**src/sv/ttb_pkg.sv**
```systemverilog
package ttb_pkg;

  localparam int PosW    = 32;
  localparam int TexW    = 24;
  localparam int OutW    = 32;
  localparam int FracSh  = 17;
  localparam int EdgeW   = PosW + 1;
  localparam int DeltaW  = TexW + 1;
  localparam int ProdW   = EdgeW + DeltaW;
  localparam int AccW    = ProdW + 1;
  localparam int DsorW   = AccW + 1;
  localparam int DivdW   = AccW + FracSh + 1;
  localparam int QuoW    = OutW + 1;
  localparam int HiW     = DivdW - QuoW;
  localparam int CntW    = $clog2(QuoW);
  localparam int NumAxis = 3;

  typedef enum logic [3:0] {
    S_IDLE,
    S_MUL0,
    S_MUL1,
    S_MUL2,
    S_EVAL,
    S_PREP,
    S_CHK,
    S_DIV,
    S_FIN,
    S_LOAD
  } ttb_state_t;

endpackage

```
**src/sv/triangle_tangent_basis.sv**
```systemverilog
// channel  | handshake             | payload
// ---------+-----------------------+-------------------------------------------
// input    | in_valid / in_stall   | pos_x pos_y pos_z (Q16.16), tex_u tex_v (Q8.16)
// output   | out_valid / out_stall | tangent_*, bitangent_* (Q16.16), degenerate, clipped
//
// first and second corners of a triangle are only stored; third corner: one shared
// 33x25 multiplier and one restoring divider; determinant (3 multiply, evaluate), then
// each of six components (3 multiply, evaluate, prep, check, divide steps skipped on
// overflow, finish), then the load state; a zero determinant goes straight to load
// in_stall is high from the third corner until its result sits in the output register
// synchronous reset clears the corner count, the sequencer and out_valid
module triangle_tangent_basis (
  input  logic                              clk,
  input  logic                              rst,
  input  logic                              in_valid,
  output logic                              in_stall,
  input  logic signed [ttb_pkg::PosW-1:0]   pos_x,
  input  logic signed [ttb_pkg::PosW-1:0]   pos_y,
  input  logic signed [ttb_pkg::PosW-1:0]   pos_z,
  input  logic signed [ttb_pkg::TexW-1:0]   tex_u,
  input  logic signed [ttb_pkg::TexW-1:0]   tex_v,
  output logic                              out_valid,
  input  logic                              out_stall,
  output logic signed [ttb_pkg::OutW-1:0]   tangent_x,
  output logic signed [ttb_pkg::OutW-1:0]   tangent_y,
  output logic signed [ttb_pkg::OutW-1:0]   tangent_z,
  output logic signed [ttb_pkg::OutW-1:0]   bitangent_x,
  output logic signed [ttb_pkg::OutW-1:0]   bitangent_y,
  output logic signed [ttb_pkg::OutW-1:0]   bitangent_z,
  output logic                              degenerate,
  output logic                              clipped
);
  import ttb_pkg::*;

  ttb_state_t state, state_next;

  // held corners
  logic signed [PosW-1:0]   p1 [NumAxis];
  logic signed [PosW-1:0]   p2 [NumAxis];
  logic signed [TexW-1:0]   t1u, t1v, t2u, t2v;
  logic [1:0]               ccount;

  // triangle edges and uv deltas
  logic signed [EdgeW-1:0]  e1 [NumAxis];
  logic signed [EdgeW-1:0]  e2 [NumAxis];
  logic signed [DeltaW-1:0] d1u, d1v, d2u, d2v;

  // sequencer
  logic                     phase_det;
  logic [1:0]               axis;
  logic                     bt;
  logic [CntW-1:0]          cnt;

  // shared multiplier and accumulator
  logic signed [EdgeW-1:0]  mul_a;
  logic signed [DeltaW-1:0] mul_b;
  logic signed [ProdW-1:0]  prod;
  logic signed [AccW-1:0]   acc;

  // divider
  logic                     det_neg;
  logic [DsorW-1:0]         dsor;
  logic [DivdW-1:0]         divd;
  logic [DsorW-1:0]         rem;
  logic [QuoW-1:0]          quo;
  logic                     neg;
  logic                     ovf;
  logic [DsorW:0]           r2;
  logic                     ge;
  logic [AccW-1:0]          nmag;
  logic [OutW-1:0]          res_val;
  logic                     res_clip;

  // per-triangle results
  logic signed [OutW-1:0]   tan_r [NumAxis];
  logic signed [OutW-1:0]   bit_r [NumAxis];
  logic                     clip_r;
  logic                     degen_r;

  logic                     in_acc;
  logic                     load_ok;

  // outputs of the sequencer
  always_comb begin
    in_stall = (state != S_IDLE);
    load_ok  = !out_valid || !out_stall;
    in_acc   = in_valid && (state == S_IDLE);
    mul_a    = '0;
    mul_b    = '0;
    if (phase_det) begin
      if (state == S_MUL0) begin
        mul_a = EdgeW'(d1u);
        mul_b = d2v;
      end else begin
        mul_a = EdgeW'(d1v);
        mul_b = d2u;
      end
    end else if (!bt) begin
      if (state == S_MUL0) begin
        mul_a = e1[axis];
        mul_b = d2v;
      end else begin
        mul_a = e2[axis];
        mul_b = d1v;
      end
    end else begin
      if (state == S_MUL0) begin
        mul_a = e2[axis];
        mul_b = d1u;
      end else begin
        mul_a = e1[axis];
        mul_b = d2u;
      end
    end
    r2   = {rem, quo[QuoW-1]};
    ge   = (r2 >= {1'b0, dsor});
    nmag = acc[AccW-1] ? AccW'(-acc) : AccW'(acc);
    if (ovf || quo[QuoW-1] || (quo[OutW-1] && !(neg && quo[OutW-2:0] == '0))) begin
      res_clip = 1'b1;
      res_val  = neg ? {1'b1, {(OutW-1){1'b0}}} : {1'b0, {(OutW-1){1'b1}}};
    end else begin
      res_clip = 1'b0;
      res_val  = neg ? OutW'(-quo[OutW-1:0]) : quo[OutW-1:0];
    end
  end

  // next state
  always_comb begin
    state_next = state;
    unique case (state)
      S_IDLE: if (in_acc && ccount == 2'd2) state_next = S_MUL0;
      S_MUL0: state_next = S_MUL1;
      S_MUL1: state_next = S_MUL2;
      S_MUL2: state_next = S_EVAL;
      S_EVAL: begin
        if (!phase_det)    state_next = S_PREP;
        else if (acc == '0) state_next = S_LOAD;
        else               state_next = S_MUL0;
      end
      S_PREP: state_next = S_CHK;
      S_CHK:  state_next = (HiW'(divd >> QuoW) >= dsor) ? S_FIN : S_DIV;
      S_DIV:  if (cnt == CntW'(QuoW - 1)) state_next = S_FIN;
      S_FIN:  state_next = (bt && axis == 2'(NumAxis - 1)) ? S_LOAD : S_MUL0;
      S_LOAD: if (load_ok) state_next = S_IDLE;
      default: state_next = S_IDLE;
    endcase
  end

  always_ff @(posedge clk) begin
    if (rst) begin
      state     <= S_IDLE;
      ccount    <= '0;
      out_valid <= 1'b0;
      phase_det <= 1'b0;
      axis      <= '0;
      bt        <= 1'b0;
      cnt       <= '0;
    end else begin
      state <= state_next;
      if (state == S_LOAD && load_ok) out_valid <= 1'b1;
      else if (out_valid && !out_stall) out_valid <= 1'b0;
      if (in_acc) begin
        ccount <= (ccount == 2'd2) ? 2'd0 : ccount + 2'd1;
        if (ccount == 2'd2) begin
          phase_det <= 1'b1;
          axis      <= '0;
          bt        <= 1'b0;
        end
      end
      if (state == S_EVAL && phase_det && acc != '0) phase_det <= 1'b0;
      if (state == S_CHK) cnt <= '0;
      if (state == S_DIV) cnt <= cnt + CntW'(1);
      if (state == S_FIN) begin
        if (axis == 2'(NumAxis - 1)) begin
          axis <= '0;
          bt   <= 1'b1;
        end else begin
          axis <= axis + 2'd1;
        end
      end
    end
  end

  // datapath
  always_ff @(posedge clk) begin
    if (in_acc) begin
      case (ccount)
        2'd0: begin
          p1[0] <= pos_x;
          p1[1] <= pos_y;
          p1[2] <= pos_z;
          t1u   <= tex_u;
          t1v   <= tex_v;
        end
        2'd1: begin
          p2[0] <= pos_x;
          p2[1] <= pos_y;
          p2[2] <= pos_z;
          t2u   <= tex_u;
          t2v   <= tex_v;
        end
        default: begin
          for (int i = 0; i < NumAxis; i++) begin
            e1[i] <= EdgeW'(p2[i]) - EdgeW'(p1[i]);
          end
          e2[0]   <= EdgeW'(pos_x) - EdgeW'(p1[0]);
          e2[1]   <= EdgeW'(pos_y) - EdgeW'(p1[1]);
          e2[2]   <= EdgeW'(pos_z) - EdgeW'(p1[2]);
          d1u     <= DeltaW'(t2u) - DeltaW'(t1u);
          d1v     <= DeltaW'(t2v) - DeltaW'(t1v);
          d2u     <= DeltaW'(tex_u) - DeltaW'(t1u);
          d2v     <= DeltaW'(tex_v) - DeltaW'(t1v);
          clip_r  <= 1'b0;
          degen_r <= 1'b0;
        end
      endcase
    end
    case (state)
      S_MUL0: prod <= mul_a * mul_b;
      S_MUL1: begin
        acc  <= AccW'(prod);
        prod <= mul_a * mul_b;
      end
      S_MUL2: acc <= acc - AccW'(prod);
      S_EVAL: begin
        if (phase_det) begin
          if (acc == '0) begin
            degen_r <= 1'b1;
          end else begin
            det_neg <= acc[AccW-1];
            dsor    <= {nmag, 1'b0};
          end
        end
      end
      S_PREP: begin
        neg  <= acc[AccW-1] ^ det_neg;
        divd <= {1'b0, nmag, {FracSh{1'b0}}} + DivdW'(dsor[DsorW-1:1]);
      end
      S_CHK: begin
        ovf <= (HiW'(divd >> QuoW) >= dsor);
        rem <= DsorW'(divd >> QuoW);
        quo <= divd[QuoW-1:0];
      end
      S_DIV: begin
        rem <= ge ? DsorW'(r2 - {1'b0, dsor}) : DsorW'(r2);
        quo <= {quo[QuoW-2:0], ge};
      end
      S_FIN: begin
        if (bt) bit_r[axis] <= res_val;
        else    tan_r[axis] <= res_val;
        if (res_clip) clip_r <= 1'b1;
      end
      S_LOAD: begin
        if (load_ok) begin
          degenerate  <= degen_r;
          clipped     <= degen_r ? 1'b0 : clip_r;
          tangent_x   <= degen_r ? '0 : tan_r[0];
          tangent_y   <= degen_r ? '0 : tan_r[1];
          tangent_z   <= degen_r ? '0 : tan_r[2];
          bitangent_x <= degen_r ? '0 : bit_r[0];
          bitangent_y <= degen_r ? '0 : bit_r[1];
          bitangent_z <= degen_r ? '0 : bit_r[2];
        end
      end
      default: ;
    endcase
  end

`ifndef SYNTHESIS
  // corner count never reaches three
  a_ccount: assert property (@(posedge clk) disable iff (rst) ccount != 2'd3)
    else $error("corner count out of range");

  // remainder stays below the divisor during the divide loop
  a_rem: assert property (@(posedge clk) disable iff (rst)
    state == S_DIV |-> rem < dsor)
    else $error("divider remainder not reduced");

  // a new result only appears after the load state
  a_load: assert property (@(posedge clk) disable iff (rst)
    $rose(out_valid) |-> $past(state == S_LOAD))
    else $error("result without load");

  // degenerate result carries zero vectors and no clip
  a_degen: assert property (@(posedge clk) disable iff (rst)
    out_valid && degenerate |-> !clipped && tangent_x == '0 && bitangent_z == '0)
    else $error("degenerate result not cleared");
`endif

endmodule

```
**config.mk**
```make
export PLATFORM = sky130hd
export DESIGN_NAME = triangle_tangent_basis
export DESIGN_NICKNAME = d
export VERILOG_FILES = /design/src/sv/ttb_pkg.sv /design/src/sv/triangle_tangent_basis.sv
export SDC_FILE = /design/constraint.sdc
export NUM_CORES = 2
export LEC_CHECK = 0
export BUFFER_PORTS_ARGS = -buffer_cell sky130_fd_sc_hd__buf_2
export CELL_PAD_IN_SITES_DETAIL_PLACEMENT = 1
export CELL_PAD_IN_SITES_GLOBAL_PLACEMENT = 1
export CORE_ASPECT_RATIO = 0.7
export CORE_MARGIN = 4
export CORE_UTILIZATION = 25
export CTS_BUF_LIST = sky130_fd_sc_hd__clkbuf_2
export CTS_CLUSTER_DIAMETER = 30
export DETAILED_ROUTE_END_ITERATION = 6
export PLACE_DENSITY = 0.46
export SETUP_SLACK_MARGIN = 0.05
export SYNTH_ARGS = -nofsm -noshare
export SYNTH_HDL_FRONTEND = slang
export SYNTH_SLANG_ARGS = --single-unit
```
**constraint.sdc**
```tcl
create_clock -name clk -period 31.2 [get_ports clk]
set_input_delay 1.56 -clock clk [delete_from_list [all_inputs] [get_ports clk]]
set_output_delay 1.56 -clock clk [all_outputs]
set_load 0.05 [all_outputs]
```
; Word-level counts from Yosys, hierarchy flattened
; Memories as Yosys holds them, arrays and structs flattened. A register that Yosys moved wholly into a read port is not among the register bits.
; Cells that the tools add are included.
[totals]
reg_bits = 566
mem_bits_rw = 582
inputBits = 148
word_cells = 179
n_memories = 6
[classes]
add_sub_neg = 18
mul = 1
magnitude_cmp = 2
eq_ne = 16
mux = 68
bitwise_logic = 3
reduce_logical = 37
[memory_table]
columns = name, words, width, rd, rd_ports_with_merged_regs, wr, line
row1 = e1, 3, 33, 1, 1, 3, triangle_tangent_basis.sv:44  ; logic signed [EdgeW-1:0] e1 [NumAxis];
row2 = e2, 3, 33, 1, 1, 3, triangle_tangent_basis.sv:45  ; logic signed [EdgeW-1:0] e2 [NumAxis];
row3 = bit_r, 3, 32, 3, 3, 1, triangle_tangent_basis.sv:76  ; logic signed [OutW-1:0] bit_r [NumAxis];
row4 = p1, 3, 32, 3, 0, 3, triangle_tangent_basis.sv:38  ; logic signed [PosW-1:0] p1 [NumAxis];
row5 = p2, 3, 32, 3, 0, 3, triangle_tangent_basis.sv:39  ; logic signed [PosW-1:0] p2 [NumAxis];
row6 = tan_r, 3, 32, 3, 3, 1, triangle_tangent_basis.sv:75  ; logic signed [OutW-1:0] tan_r [NumAxis];
[op_table]
columns = operator, n
row1 = $sub A32 B32 Y33, 6
row2 = $mux W33, 5
row3 = $mux W25, 5
row4 = $pmux W60 S2, 1
row5 = $pmux W59 S2, 1
row6 = $sub A24 B24 Y25, 4
row7 = $mux W32, 3
row8 = $add A76 B59 Y77, 1
row9 = $pmux W33 S2, 1
row10 = $ge A61 B60 Y1, 1
row11 = $ge A44 B60 Y1, 1
row12 = $mux W60, 1
row13 = $sub A60 B60 Y60, 1
row14 = $logic_not A59 Y1, 1
row15 = $mux W59, 1
row16 = $neg A59 Y59, 1
row17 = $reduce_bool A59 Y1, 1
row18 = $sub A59 B58 Y59, 1
row19 = $mul A33 B25 Y58, 1
row20 = $pmux W4 S10, 1
row21 = $neg A32 Y32, 1
row22 = $logic_not A31 Y1, 1
row23 = $mux W1, 31
row24 = $mux W4, 7
row25 = other kinds (25), 67

; Longest topological paths before layout
[logic_depth]
depth_word = 8
mapped_depth = 40
ltp_nobuf = 35

; Worst setup path after synthesis
; Ideal clock, no wire load.
[synth_timing]
path_type = input-to-reg
from = input port in_valid
to = memory p2[0][0] (enable)
t_arrival_ns = 12.204
setup_slack_ns = 18.140
cell_stages = 2
path_buffers = 0
cell_sequence = nand2_1 > nor3b_1
[synth_rtl]
columns = item, line
row1 = start: declaration, triangle_tangent_basis.sv:15  ; input logic in_valid,
row2 = end: declaration, triangle_tangent_basis.sv:39

; Final worst setup path
[layout_timing]
from = register state[0]
to = register prod[57], data pin
[layout_via]
elab_chain_cells = 5
word_cells_on_any_way = 12
[layout_rtl]
columns = item, line
row1 = start: declaration, triangle_tangent_basis.sv:35  ; ttb_state_t state, state_next;
row2 = start signal: assignment, triangle_tangent_basis.sv:159  ; state <= state_next;
row3 = $eq A4 B1 Y1 (*), -
row4 = "$mux W33, or another cell as far along", triangle_tangent_basis.sv:99  ; if (state == S_MUL0) begin
row5 = $mux W33 or $mux W25 (tied branches), triangle_tangent_basis.sv:98  ; end else if (!bt) begin
row6 = $mux W33 or $mux W25 (tied branches), triangle_tangent_basis.sv:90  ; if (phase_det) begin
row7 = $mul A33 B25 Y58 (*), "triangle_tangent_basis.sv:219, triangle_tangent_basis.sv:222"
row8 = end signal: assignment, triangle_tangent_basis.sv:219  ; S_MUL0: prod <= mul_a * mul_b;
row9 = end signal: assignment, triangle_tangent_basis.sv:222  ; prod <= mul_a * mul_b;
row10 = end: declaration, triangle_tangent_basis.sv:57  ; logic signed [ProdW-1:0] prod;
; Every way passes the cells marked *; elsewhere a longest branch is shown, timed or not.
; A chain may end at the register's enable or synchronous reset.

==> reports/metrics.csv <==
metric,value,unit
crit_required,32770,ps
path_max_fanout,45,
cpMostUsedCell,fa_1,
synth_nets,11100,
cts_resized,0,
dp.final_hpwl,288000,um
ys_async_sr_fraction,0,%
r2r_start,state[0],
grt_pass1_vias,79000,
cp-start-kind,flip-flop,
worstSkewPairLatency,2020,ps
nFillCells,45400,
cts_setup_buffers,0,
antenna_found_initial,43,
tightest_slew,1380,ps
drt_iter0_markers,5184,
wire_per_inst,22.7,um
syn-cell-area,101000,um2
yosysTopAreaCellShare,39.3,%
crit_path_top_delay_cell,a2111oi_2,
setup_viol,0,
cp-end-kind,flip-flop,
ctsRootBufferMaster,clkbuf_2,
synth_commonest_cells,"1321 x edfxtp_1, 1250 x inv_1, 916 x nand2_1, 855 x fa_1, 848 x nor2_1",
yosysTopAreaCell,edfxtp_1,
drive_gt1_share,12.7,%
final_nets,11900,
hp-class,reg -> reg,
reg2reg_setup_slack,18130,ps
h-tree-depth,5,
hold_viol,0,
track_usage,17.2,%
syn_inst,9452,
die_x,768,um
placed_cells,15000,
fp.coreArea,401000,um2
synthTopCellsByArea,"edfxtp_1 39%, fa_1 17%, ha_1 8.1%",
route.detailed.drc,0,
outcome,"complete, no violations",
critPathKind,reg -> reg,
clockBufferDepth,4,
die_y,540,um
drt.antenna.violating_nets,0,
holdPathStages,2,
drt-pass1-iter-count,5,
worst_ep_arrival_time,14640,ps
drv_cap,0,
syn_area_per_cell,10.7,um2
fin_cells,15900,
grt_max_degree,104,
clkTransAtPathRegs,100,ps
initial_core_util,25.2,%
hold_end,acc[5],
synth-edff-count,1321,
finalCritPeriodShare,41.9,%
reg2reg_depth,36,
synth_seq_cells,1342,
clock-sinks,1342,
rsz0062_at_grt,no,
grt_pass1_wl,535000,um
fmax,76.5,MHz
yosysSeqAreaShare,39.7,%
gp_congestion,0.868,
final.setup.tns,0,ps
vias_per_cell,4.68,
fin_skew,318,ps
setup.worst_path.start,state[0],
min_from,prod[5],
wirelength,361000,um
ios,344,
synth.most_common_cell,edfxtp_1,
slew_viol_final,0,
die-area,414000,um2
slew_headroom,7.66,%
max_stage_delay,750,ps
cts_buffers,391,
synth.distinct_cells,92,
gr-total-overflow,0,
holdWs,389,ps
port-buffer-count,343,
placementRows,194,
cts_tree,yes,
via_count,74300,
yosys_warnings,0,
synth_flop_cell,edfxtp_1,
period_needed,13070,ps
r2r_end,prod[57],
areaGrowthSynthToFinish,13.9,%
[through the flow]
stage	worst slack (ps)	instance area (um2)	util (%)
floorplan	18140	101000	-
global placement	17110	110000	27.4
detailed placement	18200	110000	27.4
CTS	17880	115000	28.7
global route	17170	115000	28.7
finish	18130	115000	28.7
[how the worst max path moves through the flow]
stage / endpoint / slack (ps)
floorplan: p2[0][0] / 18140
global placement: prod[57] / 17110
detailed placement: prod[57] / 18200
CTS: prod[57] / 17880
global route: prod[57] / 17170
finish: prod[57] / 18130
[cells in the final DEF (no fill, tap or decap), drive strengths merged, types with 73 or more instances in the layout]
cell,synthesis,final
ha,651,651
buf,25,510
a21o,270,270
xnor2,371,371
a21oi,521,521
clkinv,2,132
nor3,103,103
mux2i,97,97
fa,855,855
o21a,76,76
nor2,848,848
nand2,917,917
dlygate4sd3,1,152
inv,1254,1272
edfxtp,1321,1321
a31oi,73,73
clkbuf,282,525
nand2b,90,90
o21ai,342,342
nor2b,290,290
nand3,114,114
xor2,142,142
[per-layer routing]
| metal | track usage [%] | share of wire [%] |
|---|---|---|
| met1 | 26.9 | 52 |
| met2 | 23.9 | 39 |
| met3 | 3.67 | 6.8 |
| met4 | 3.45 | 1.9 |
| met5 | 0 | 0.016 |
[timing repair]
item,in CTS,in global routing
setup endpoints to repair,0,0
endpoints found under the hold margin,435,0
hold buffers,152,0
[critical path: cells and delay by family, from the launching register on]
kind / cells / cell delay (ps)
muxes: 1 / 410
adders and majority gates: 8 / 3730
and+or+nand+nor: 7 / 1860
DFF: 1 / 730
AOI/OAI and AO/OA: 9 / 3250
xor gates and xnor gates: 2 / 330
buffers and inverters: 9 / 2010
[sequential cells by signal, indices dropped and copies added, names as in the netlist, 60 cells and up, named ones only]
| signal | cells |
|---|---|
| e2 | 99 |
| p1 | 96 |
| tan_r | 96 |
| rem | 60 |
| bit_r | 96 |
| e1 | 99 |
| divd | 77 |
| p2 | 96 |
[final cells by class]
cell class | count | area [um2] | area share (%)
Timing Repair Buffer | 662 | 4530 | 3.94
Tap cell | 5390 | 6740 | 5.86
Multi-Input combinational cell | 6545 | 55300 | 48.1
Inverter | 1256 | 4720 | 4.11
Clock buffer | 525 | 2630 | 2.28
Clock inverter | 157 | 965 | 0.839
Sequential cell | 1342 | 40100 | 34.9
Antenna cell | 12 | 30.0 | 0.0261
[cells by family (layout without fill, tap and decap cells)]
family / count (synthesis) / in the layout / synth area share (%)
buf+inv: 1565 / 2600 / 5.86
compound gates: 1674 / 1674 / 10.5
flops: 1342 / 1342 / 39.7
simple gates: 2693 / 2693 / 12.2
mux: 158 / 158 / 2.29
fa+ha+maj: 1506 / 1506 / 25.0
xor+xnor: 513 / 513 / 4.45
other cells: 1 / 13 / 0.00371
Power is not shown: default switching activity piles up to over one toggle a cycle in this logic, so the estimate is an artifact.
